[src/design/ahlp_pkg.sv]
// Shared types and constants for the alignment hit line parser.
`timescale 1ns / 1ps

package ahlp_pkg;

   // Parser phase, one-hot
   typedef enum logic [13:0] {
      PH_FIELD1   = 14'b00000000000001,
      PH_STRAND   = 14'b00000000000010,
      PH_FIELD2   = 14'b00000000000100,
      PH_C        = 14'b00000000001000,
      PH_H        = 14'b00000000010000,
      PH_R        = 14'b00000000100000,
      PH_ID       = 14'b00000001000000,
      PH_ONE      = 14'b00000010000000,
      PH_TWO      = 14'b00000100000000,
      PH_SEP      = 14'b00001000000000,
      PH_POS      = 14'b00010000000000,
      PH_HIT_ZERO = 14'b00100000000000,
      PH_HIT_POS  = 14'b01000000000000,
      PH_IGNORE   = 14'b10000000000000
   } phase_type;

   typedef enum logic [1:0] {
      ST_HIT      = 2'd0,
      ST_NO_CHROM = 2'd1,
      ST_FORMAT   = 2'd2
   } status_type;

   localparam logic [7:0] BYTE_TAB   = 8'd9;
   localparam logic [7:0] BYTE_NL    = 8'd10;
   localparam logic [7:0] CHAR_C     = 8'h63;
   localparam logic [7:0] CHAR_H     = 8'h68;
   localparam logic [7:0] CHAR_R     = 8'h72;
   localparam logic [7:0] CHAR_X     = 8'h58;
   localparam logic [7:0] CHAR_Y     = 8'h59;
   localparam logic [7:0] CHAR_PLUS  = 8'h2B;
   localparam logic [7:0] CHAR_MINUS = 8'h2D;
   localparam logic [7:0] CHAR_0     = 8'h30;
   localparam logic [7:0] CHAR_1     = 8'h31;
   localparam logic [7:0] CHAR_2     = 8'h32;
   localparam logic [7:0] CHAR_3     = 8'h33;
   localparam logic [7:0] CHAR_9     = 8'h39;

   localparam logic [4:0] CHROM_NONE = 5'd0;
   localparam logic [4:0] CHROM_TEN  = 5'd10;
   localparam logic [4:0] CHROM_TWENTY = 5'd20;
   localparam logic [4:0] CHROM_X    = 5'd24;
   localparam logic [4:0] CHROM_Y    = 5'd25;

   localparam logic [15:0] READ_LENGTH_RESET = 16'd50;
   localparam logic [31:0] POS_MAX           = 32'hFFFF_FFFF;

endpackage

[src/design/alignment_hit_line_parser_core.sv]
// Byte-serial parser that reports one hit record per tab-separated text line.
`timescale 1ns / 1ps

// The result of a line is registered and valid in the cycle after the transfer of its newline byte.
// Throughput: one byte per cycle while req_stall is low; the single parser state register set is updated per byte.
// req_stall rises only while a finished result waits in the result register and rsp_stall is high.
// Reset (synchronous, active high): clears the parser state to the start of the first field,
// drops any pending result, and sets read_length back to 50.
module alignment_hit_line_parser_core (
   input  logic        clock,
   input  logic        reset,
   // byte input channel
   input  logic        req_valid,
   output logic        req_stall,
   input  logic [7:0]  req_char_in,
   // result channel
   output logic        rsp_valid,
   input  logic        rsp_stall,
   output logic [1:0]  rsp_status,
   output logic [4:0]  rsp_chromosome,
   output logic        rsp_minus_strand,
   output logic [31:0] rsp_position,
   // configuration
   input  logic        csr_write_enable,
   input  logic [15:0] csr_write_data
);

   // ---------------------------------------------------------------
   // Line state
   // ---------------------------------------------------------------
   ahlp_pkg::phase_type phase_ff, phase_in;
   logic        minus_ff, minus_in;
   logic [4:0]  chrom_ff, chrom_in;
   logic [31:0] pos_acc_ff, pos_acc_in;
   logic        failed_ff, failed_in;

   logic [15:0] read_length_ff;

   // result register
   logic        rsp_valid_ff, rsp_valid_in;
   logic [1:0]  status_ff, status_in;
   logic [4:0]  rchrom_ff, rchrom_in;
   logic        rminus_ff, rminus_in;
   logic [31:0] rpos_ff, rpos_in;

   logic        byte_xfer;
   logic        line_end;
   logic [35:0] pos_times_ten;
   logic [32:0] pos_final;

   // Hold input bytes only while an unread result blocks the result register.
   assign req_stall = rsp_valid_ff & rsp_stall;
   assign byte_xfer = req_valid & ~req_stall;
   assign line_end  = byte_xfer && (req_char_in == ahlp_pkg::BYTE_NL);

   // pos*10 + digit, widened so overflow is visible for saturation
   assign pos_times_ten = {1'b0, pos_acc_ff, 3'b000} + {3'b000, pos_acc_ff, 1'b0}
                          + {32'd0, req_char_in[3:0]};

   // minus-strand read length add, saturated below
   assign pos_final = {1'b0, pos_acc_ff} + (minus_ff ? {17'd0, read_length_ff} : 33'd0);

   // ---------------------------------------------------------------
   // Per-byte phase update
   // ---------------------------------------------------------------
   always_comb begin
      phase_in   = phase_ff;
      minus_in   = minus_ff;
      chrom_in   = chrom_ff;
      pos_acc_in = pos_acc_ff;
      failed_in  = failed_ff;

      if (line_end) begin
         // newline: clear for the next line
         phase_in   = ahlp_pkg::PH_FIELD1;
         minus_in   = 1'b0;
         chrom_in   = ahlp_pkg::CHROM_NONE;
         pos_acc_in = '0;
         failed_in  = 1'b0;
      end else if (byte_xfer) begin
         case (phase_ff)
            ahlp_pkg::PH_FIELD1: begin
               if (req_char_in == ahlp_pkg::BYTE_TAB) phase_in = ahlp_pkg::PH_STRAND;
            end
            ahlp_pkg::PH_STRAND: begin
               if (req_char_in == ahlp_pkg::CHAR_PLUS || req_char_in == ahlp_pkg::CHAR_MINUS) begin
                  minus_in = (req_char_in == ahlp_pkg::CHAR_MINUS);
                  phase_in = ahlp_pkg::PH_FIELD2;
               end else begin
                  failed_in = 1'b1;
                  phase_in  = ahlp_pkg::PH_IGNORE;
               end
            end
            ahlp_pkg::PH_FIELD2: begin
               if (req_char_in == ahlp_pkg::BYTE_TAB) phase_in = ahlp_pkg::PH_C;
            end
            ahlp_pkg::PH_C: begin
               phase_in = (req_char_in == ahlp_pkg::CHAR_C) ? ahlp_pkg::PH_H
                                                            : ahlp_pkg::PH_IGNORE;
            end
            ahlp_pkg::PH_H: begin
               phase_in = (req_char_in == ahlp_pkg::CHAR_H) ? ahlp_pkg::PH_R
                                                            : ahlp_pkg::PH_IGNORE;
            end
            ahlp_pkg::PH_R: begin
               phase_in = (req_char_in == ahlp_pkg::CHAR_R) ? ahlp_pkg::PH_ID
                                                            : ahlp_pkg::PH_IGNORE;
            end
            ahlp_pkg::PH_ID: begin
               if (req_char_in == ahlp_pkg::CHAR_1) begin
                  chrom_in = 5'd1;
                  phase_in = ahlp_pkg::PH_ONE;
               end else if (req_char_in == ahlp_pkg::CHAR_2) begin
                  chrom_in = 5'd2;
                  phase_in = ahlp_pkg::PH_TWO;
               end else if (req_char_in inside {[ahlp_pkg::CHAR_3:ahlp_pkg::CHAR_9]}) begin
                  chrom_in = {1'b0, req_char_in[3:0]};
                  phase_in = ahlp_pkg::PH_SEP;
               end else if (req_char_in == ahlp_pkg::CHAR_X) begin
                  chrom_in = ahlp_pkg::CHROM_X;
                  phase_in = ahlp_pkg::PH_SEP;
               end else if (req_char_in == ahlp_pkg::CHAR_Y) begin
                  chrom_in = ahlp_pkg::CHROM_Y;
                  phase_in = ahlp_pkg::PH_SEP;
               end else begin
                  phase_in = ahlp_pkg::PH_IGNORE;
               end
            end
            ahlp_pkg::PH_ONE: begin
               // longest match: chr10..chr19
               if (req_char_in inside {[ahlp_pkg::CHAR_0:ahlp_pkg::CHAR_9]}) begin
                  chrom_in = ahlp_pkg::CHROM_TEN + {1'b0, req_char_in[3:0]};
                  phase_in = ahlp_pkg::PH_SEP;
               end else begin
                  phase_in = (req_char_in == ahlp_pkg::BYTE_TAB) ? ahlp_pkg::PH_POS
                                                                 : ahlp_pkg::PH_HIT_ZERO;
               end
            end
            ahlp_pkg::PH_TWO: begin
               // longest match: chr20..chr23
               if (req_char_in inside {[ahlp_pkg::CHAR_0:ahlp_pkg::CHAR_3]}) begin
                  chrom_in = ahlp_pkg::CHROM_TWENTY + {3'b000, req_char_in[1:0]};
                  phase_in = ahlp_pkg::PH_SEP;
               end else begin
                  phase_in = (req_char_in == ahlp_pkg::BYTE_TAB) ? ahlp_pkg::PH_POS
                                                                 : ahlp_pkg::PH_HIT_ZERO;
               end
            end
            ahlp_pkg::PH_SEP: begin
               phase_in = (req_char_in == ahlp_pkg::BYTE_TAB) ? ahlp_pkg::PH_POS
                                                              : ahlp_pkg::PH_HIT_ZERO;
            end
            ahlp_pkg::PH_POS: begin
               if (req_char_in inside {[ahlp_pkg::CHAR_0:ahlp_pkg::CHAR_9]}) begin
                  // saturate the decimal accumulation
                  pos_acc_in = (pos_times_ten[35:32] != 4'd0) ? ahlp_pkg::POS_MAX
                                                              : pos_times_ten[31:0];
               end else if (req_char_in == ahlp_pkg::BYTE_TAB) begin
                  phase_in = ahlp_pkg::PH_HIT_POS;
               end else begin
                  failed_in = 1'b1;
                  phase_in  = ahlp_pkg::PH_IGNORE;
               end
            end
            default: begin
               // hit decided or line dropped: ignore bytes until newline
            end
         endcase
      end
   end

   // ---------------------------------------------------------------
   // Result formation at newline
   // ---------------------------------------------------------------
   always_comb begin
      status_in = ahlp_pkg::ST_NO_CHROM;
      rchrom_in = ahlp_pkg::CHROM_NONE;
      rminus_in = 1'b0;
      rpos_in   = '0;

      if (failed_ff) begin
         status_in = ahlp_pkg::ST_FORMAT;
      end else begin
         case (phase_ff)
            ahlp_pkg::PH_FIELD1, ahlp_pkg::PH_STRAND, ahlp_pkg::PH_FIELD2,
            ahlp_pkg::PH_POS: begin
               status_in = ahlp_pkg::ST_FORMAT;
            end
            ahlp_pkg::PH_ONE, ahlp_pkg::PH_TWO, ahlp_pkg::PH_SEP,
            ahlp_pkg::PH_HIT_ZERO: begin
               // chromosome without a position field reports position zero
               status_in = ahlp_pkg::ST_HIT;
               rchrom_in = chrom_ff;
               rminus_in = minus_ff;
            end
            ahlp_pkg::PH_HIT_POS: begin
               status_in = ahlp_pkg::ST_HIT;
               rchrom_in = chrom_ff;
               rminus_in = minus_ff;
               rpos_in   = pos_final[32] ? ahlp_pkg::POS_MAX : pos_final[31:0];
            end
            default: begin
               status_in = ahlp_pkg::ST_NO_CHROM;
            end
         endcase
      end
   end

   // load on newline transfer, drop once taken downstream
   always_comb begin
      rsp_valid_in = rsp_valid_ff;
      if (line_end) begin
         rsp_valid_in = 1'b1;
      end else if (rsp_valid_ff && !rsp_stall) begin
         rsp_valid_in = 1'b0;
      end
   end

   // ---------------------------------------------------------------
   // Registers
   // ---------------------------------------------------------------
   always_ff @(posedge clock) begin
      if (reset) begin
         phase_ff       <= ahlp_pkg::PH_FIELD1;
         minus_ff       <= 1'b0;
         chrom_ff       <= ahlp_pkg::CHROM_NONE;
         pos_acc_ff     <= '0;
         failed_ff      <= 1'b0;
         read_length_ff <= ahlp_pkg::READ_LENGTH_RESET;
         rsp_valid_ff   <= 1'b0;
      end else begin
         phase_ff     <= phase_in;
         minus_ff     <= minus_in;
         chrom_ff     <= chrom_in;
         pos_acc_ff   <= pos_acc_in;
         failed_ff    <= failed_in;
         rsp_valid_ff <= rsp_valid_in;
         if (csr_write_enable) begin
            read_length_ff <= csr_write_data;
         end
      end
   end

   // result payload: no reset needed
   always_ff @(posedge clock) begin
      if (line_end) begin
         status_ff <= status_in;
         rchrom_ff <= rchrom_in;
         rminus_ff <= rminus_in;
         rpos_ff   <= rpos_in;
      end
   end

   assign rsp_valid        = rsp_valid_ff;
   assign rsp_status       = status_ff;
   assign rsp_chromosome   = rchrom_ff;
   assign rsp_minus_strand = rminus_ff;
   assign rsp_position     = rpos_ff;

   // ---------------------------------------------------------------
   // Assertions
   // ---------------------------------------------------------------
   a_newline_gives_result: assert property (@(posedge clock) disable iff (reset)
      line_end |=> rsp_valid)
      else $error("newline transfer did not produce a result");

   a_non_hit_is_zero: assert property (@(posedge clock) disable iff (reset)
      (rsp_valid && rsp_status != ahlp_pkg::ST_HIT) |->
      (rsp_chromosome == ahlp_pkg::CHROM_NONE && !rsp_minus_strand && rsp_position == 32'd0))
      else $error("non-hit result carries hit fields");

   a_hit_has_chrom: assert property (@(posedge clock) disable iff (reset)
      (rsp_valid && rsp_status == ahlp_pkg::ST_HIT) |->
      (rsp_chromosome != ahlp_pkg::CHROM_NONE && rsp_chromosome <= ahlp_pkg::CHROM_Y))
      else $error("hit result without a valid chromosome");

   a_backpressure: assert property (@(posedge clock) disable iff (reset)
      (rsp_valid && rsp_stall) |-> req_stall)
      else $error("input not held while result is blocked");

endmodule
[config.mk]
export PLATFORM = sky130hd
export DESIGN_NAME = alignment_hit_line_parser_core
export DESIGN_NICKNAME = d
export VERILOG_FILES = /design/src/design/ahlp_pkg.sv /design/src/design/alignment_hit_line_parser_core.sv
export SDC_FILE = /design/constraint.sdc
export NUM_CORES = 1
export LEC_CHECK = 0
export ABC_AREA = 1
export BUFFER_PORTS_ARGS = -buffer_cell sky130_fd_sc_hd__buf_4
export CAP_MARGIN = 20
export CORE_UTILIZATION = 55
export DETAILED_ROUTE_END_ITERATION = 12
export PLACE_DENSITY_LB_ADDON = 0.1
export SYNTH_ARGS = -nofsm -noshare
export SYNTH_HDL_FRONTEND = slang
export SYNTH_SLANG_ARGS = --single-unit
[constraint.sdc]
create_clock -name clock -period 7.24 [get_ports clock]
set_input_delay 0.362 -clock clock [delete_from_list [all_inputs] [get_ports clock]]
set_output_delay 0.362 -clock clock [all_outputs]
set_load 0.05 [all_outputs]
======== After elaboration in Yosys (flattened, before gate mapping) ========
Index checks and enable logic that the tools add are counted.
word-level totals
  bits in registers ....................... 110
  bits of input ports ..................... 29
  output and inout port bits .............. 42
  logic and storage cells ................. 114
cells by class
  add/sub/neg operators ................... 5
  order comparisons ....................... 4
  eq/ne operators ......................... 32
  mux-type cells .......................... 35
  bitwise logic cells ..................... 5
  reductions and logical operators ........ 22
operators by type and width
  kind                                                                                  count
  14-bit two-way mux                                                                    13
  14-bit case mux with 11 select lines                                                  1
  32-bit two-way mux                                                                    2
  8-bit by 7-bit equality test with 1-bit output (second input constant)                5
  35-bit by 33-bit adder with 36-bit output                                             1
  36-bit by 4-bit adder with 36-bit output                                              1
  12-bit two-way mux                                                                    3
  5-bit two-way mux                                                                     7
  32-bit by 16-bit adder with 33-bit output                                             1
  8-bit by 6-bit equality test with 1-bit output (second input constant)                4
  8-bit by 4-bit equality test with 1-bit output (second input constant)                2
  8-bit by 6-bit greater-or-equal comparator with 1-bit output (second input constant)  2
  8-bit by 6-bit less-or-equal comparator with 1-bit output (second input constant)     2
  16-bit two-way mux                                                                    1
  5-bit case mux with 3 select lines                                                    1
  5-bit AND reduction                                                                   3
  14-bit by 1-bit equality test with 1-bit output (second input constant)               1
  14-bit by 10-bit equality test with 1-bit output (second input constant)              1
  14-bit by 11-bit equality test with 1-bit output (second input constant)              1
  14-bit by 12-bit equality test with 1-bit output (second input constant)              1
  14-bit by 13-bit equality test with 1-bit output (second input constant)              1
  14-bit by 2-bit equality test with 1-bit output (second input constant)               1
  14-bit by 3-bit equality test with 1-bit output (second input constant)               1
  14-bit by 4-bit equality test with 1-bit output (second input constant)               1
  other kinds (25)                                                                      46

======== Depth between registers and ports, before layout ========
  word-level depth ........................ 7
  gate-level depth with buffers ........... 21

======== Worst setup path after synthesis ========
No wires, ideal clock.
  kind .................................... flip-flop to flip-flop
  start point ............................. register rsp_valid_ff (netlist: rsp_valid)
  end point ............................... register pos_acc_ff[30]
  library setup time ...................... 115 ps
  data arrival time ....................... 3856 ps
  data required time ...................... 7125 ps
  path slack .............................. 3269 ps
  stages on the path, launching flop included .. 10
  path buffers ............................ 1
  period minus slack after synthesis ...... 3971 ps
  path through ............................ dfxtp_1 > nand2_1 > nand2_1 > nor4_2 > inv_2 > nand2_2 > inv_2 > clkbuf_1 > o21ai_1 > nor2_1
on the way
  longest elaborated chain between the ends .. 5
  elaborated cells between the ends (all ways) .. 6
  classes of those cells .................. bitwise (3); reduce/logical (3)
RTL lines
  element                       line                                   RTL
  start, declared               alignment_hit_line_parser_core.sv:40   logic rsp_valid_ff, rsp_valid_in;
  start signal, assigned        alignment_hit_line_parser_core.sv:237  rsp_valid_ff <= rsp_valid_in;
  1-bit AND                     alignment_hit_line_parser_core.sv:52   assign req_stall = rsp_valid_ff & rsp_stall;
  1-bit inverter                alignment_hit_line_parser_core.sv:53   assign byte_xfer = req_valid & ~req_stall;
  1-bit AND                     alignment_hit_line_parser_core.sv:53
  1-bit logical AND             alignment_hit_line_parser_core.sv:54   assign line_end = byte_xfer && (req_char_in == ahlp_pkg::BYTE_NL);
  via line_end                  alignment_hit_line_parser_core.sv:47   logic line_end;
  2-bit OR reduction (no line)  --
  end signal, assigned          alignment_hit_line_parser_core.sv:235  pos_acc_ff <= pos_acc_in;
  end, declared                 alignment_hit_line_parser_core.sv:34   logic [31:0] pos_acc_ff, pos_acc_in;
The timed path passes the listed nets, and every way through them passes these cells.
A chain may end at the register's enable or synchronous reset.

======== Worst setup path after layout ========
  start point ............................. register minus_ff
  end point ............................... register rpos_ff[29] (netlist: rsp_position[29]), data pin
on the way
  longest elaborated chain between the ends .. 3
RTL lines
  element                                    line                                   RTL
  start, declared                            alignment_hit_line_parser_core.sv:32   logic minus_ff, minus_in;
  start signal, assigned                     alignment_hit_line_parser_core.sv:233  minus_ff <= minus_in;
  16-bit two-way mux                         alignment_hit_line_parser_core.sv:61   assign pos_final = {1'b0, pos_acc_ff} + (minus_ff ? {17'd0, read_length_ff} : 33'd0);
  32-bit by 16-bit adder with 33-bit output  alignment_hit_line_parser_core.sv:61
  32-bit two-way mux                         alignment_hit_line_parser_core.sv:200  rpos_in = pos_final[32] ? ahlp_pkg::POS_MAX : pos_final[31:0];
  end signal, assigned                       alignment_hit_line_parser_core.sv:250  rpos_ff <= rpos_in;
  end, declared                              alignment_hit_line_parser_core.sv:44   logic [31:0] rpos_ff, rpos_in;
Every way passes these cells.

==> metrics <==
status complete, no violations; Int Pwr 972.5 µW; synth warn 0; final net count 1642; Ant. Diodes 0; Hold EP rsp_valid; Initial Util 0.5687; first-pass GRT wire length 41.32 mm; synth-to-layout area growth 10.13%; # DRC 0; Setup crit end kind flip-flop; Setup TNS 0 ns; clk_lat worst skew 0.35 ns; sequential power share 0.489; H-tree depth 3; Synth top cells by count nand2_1 (376), inv_1 (239), nor2_1 (175), nand3_1 (99), a21oi_1 (93); largest cells by area after synthesis nand2_1 (15%), dfxtp_1 (15%), edfxtp_1 (13%), ha_1 (11%), inv_1 (9.4%); IO buf count 70; Post-Syn Nets 1583; chip height 133.6 µm; # setup viols final 0; r2r endpoint rsp_position[29]; Peak VDD IR 138.9 µV; Critical Path Start minus_ff; Switching Power 415.6 µW; Hold Crit Depth 2; ANT nets after route 0; GP Congestion 1.003; final hold violation count 0; Worst-path clk slew 0.08 ns; post-CTS setup buffer count 0; worst flop-to-flop path startpoint minus_ff; # fillers 1571; register bit total from synthesis 110; Max-cap violations 0; CP max stage cell dfxtp_1; Synth async-reset ratio 0; DR WL/cell 14.39 µm; Slew @ Worst Pin 0.7511 ns; Core Rows 47; TritonCTS clock tree built; Setup CP Type reg2reg; DRT Pass-1 Iters 5; EDFF count, synth 40; number of global-route vias before repair 8529; Pleak 5.612 nW; CP max FO 26; Worst EP arrival 3.59 ns; Hold Slack 0.1699 ns; post-cts hold buffer count 0; Mean Syn Cell Area 6.480 µm²; Worst Skew 0.009739 ns; Iter 0 DRT Violations 803; Placeable Area 16760 µm²; Switching Share 0.2994; post-placement cell area 10220 µm²; CP max stage delay 0.60 ns; distinct cell type count after synthesis 46; Die X 133.6 µm; Gate Count Post-Synth 1471; Total GRT Usage 0.2887; mapped cell area 9532 µm²; min cycle time layout 3.367 ns; clk buf depth 2; post_cts resized 0; clock buffer count from CTS 9; final core occ 0.6264; flop2flop setup slack 3.87 ns; number of clock sinks 110; min-delay src reset; worst reg-to-reg path cell count 16; startpoint types flip-flop; pin count of the biggest net entering global routing 45; Cell Pwr Density 132.2 nW/µm²; crit-path cells nand2_1 > inv_1 > ha_1 > inv_1 > fa_1 > inv_1 > nand3_1 > a21oi_1 > nor2_1 > o21ai_1 > nand2_1 > nand2_1 > nand3_2 > nand3_1 > nand2_1 > inv_1; Detail Placement HPWL 20.49 mm; Synth top area share 0.1481; Remaining Overflow, GRT 0; initial antenna violation count 0; Data required, critical path 7.47 ns; layout cells sized above 1 0.1173; Final Instance Area 10500 µm²; period utilisation layout 0.4651; die area 17860 µm²; Fmax 297.0 MHz; clock power share 0.343; I/O pin cnt 71; most common cell in the synthesized netlist nand2_1; root buffer cell clkbuf_16; post-synthesis sequential area ratio 0.2730; Final Max Slew Viols 0; Rel. slew slack 0.4980; Logic pwr share 0.168; leading area contributor after synthesis nand2_1; Via density 5.365; leading register cell type out of synthesis dfxtp_1; Tot Pwr 1.388 mW; Hold Crit Class in2reg; RSZ-0062 raised after global routing no; Via Count 9415; final WL 25.25 mm
## worst max-delay path: cells and delay by family (launching register included)
kind	cells	cell delay (ns)
adder cells (fa/ha/maj)	2	0.52
flip-flops	1	0.60
AO/OA/AOI/OAI	2	0.38
AND/OR/NAND/NOR	8	1.49
buffers and inverters	4	0.26
## final cells by class
type	count	area, µm²	area share
clock buffers	11	232.7	0.02217
well taps	220	275.3	0.02622
flip-flops and latches	110	2603	0.2479
repair buffers	72	540.5	0.05149
inverters	260	975.9	0.09297
multi-input cells	1077	5828	0.5552
clock inverters	5	42.54	0.004052
## stage by stage
step / worst slack, ns / std cells
detailed placement: 3.893 / 1739
finish: 3.873 / 1755
global placement: 4.048 / 1739
CTS: 3.881 / 1755
floorplan: 3.269 / 1471
global route: 3.425 / 1755
## cells by family (layout without fill, tap and decap cells)
logic type | Yosys count | in the layout | share of synthesized area
and+or+nand+nor | 766 | 766 | 0.3522
AOI/OAI and AO/OA | 194 | 194 | 0.1158
adders and majority gates | 83 | 83 | 0.1113
buffers and inverters | 284 | 348 | 0.1164
DFF | 110 | 110 | 0.2730
xor gates and xnor gates | 34 | 34 | 0.03124
## flip-flops by register name, summed over array words and instances (netlist names), 2 cells and up
signal,cells
pos_acc_ff,32
rsp_position,32
read_length_ff,16
phase_ff,14
chrom_ff,5
rsp_chromosome,5
rsp_status,2
## layout by cell type, fill, tap and decap left out, types with 5 or more instances in the layout
cell type	count
a21oi_1	93
and3_1	5
buf_4	72
clkbuf_16	9
dfxtp_1	70
edfxtp_1	40
ha_1	80
inv_1	239
inv_2	20
nand2_1	376
nand2_2	20
nand3_1	99
nand3_2	5
nand4_1	16
nor2_1	175
nor2_2	9
nor2_4	5
nor3_1	28
nor4_1	6
o21ai_0	43
o21ai_1	16
o21ai_2	20
o21bai_1	8
or2_2	6
xnor2_1	23
xor2_1	11
## power by group through the flow
stage / combinational, mW / clock (mW) / sequential [mW]
floorplan: 0.171 / 0 / 0.688
global placement: 0.227 / 0 / 0.692
detailed placement: 0.229 / 0 / 0.693
CTS: 0.230 / 0.488 / 0.679
global route: 0.260 / 0.509 / 0.682
finish: 0.233 / 0.476 / 0.679
## per-layer routing
metal	GRT usage	wire length, µm	vias up
li1	-	-	4826
met1	0.4238	12510	4229
met2	0.4384	10580	330
met3	0.04528	1799	30
met4	0.07260	354	0
met5	0	0	-
## how the worst max path moves through the flow
| stage | endpoint | slack, ns |
|---|---|---|
| after floorplan | pos_acc_ff[30] | 3.27 |
| final | rsp_position[29] | 3.87 |
| after CTS | rsp_position[29] | 3.88 |
| after global placement | rsp_position[20] | 4.05 |
| after global routing | rsp_position[29] | 3.43 |
| after detailed placement | rsp_position[29] | 3.89 |
No activity file was read; power rests on OpenSTA's default activity.
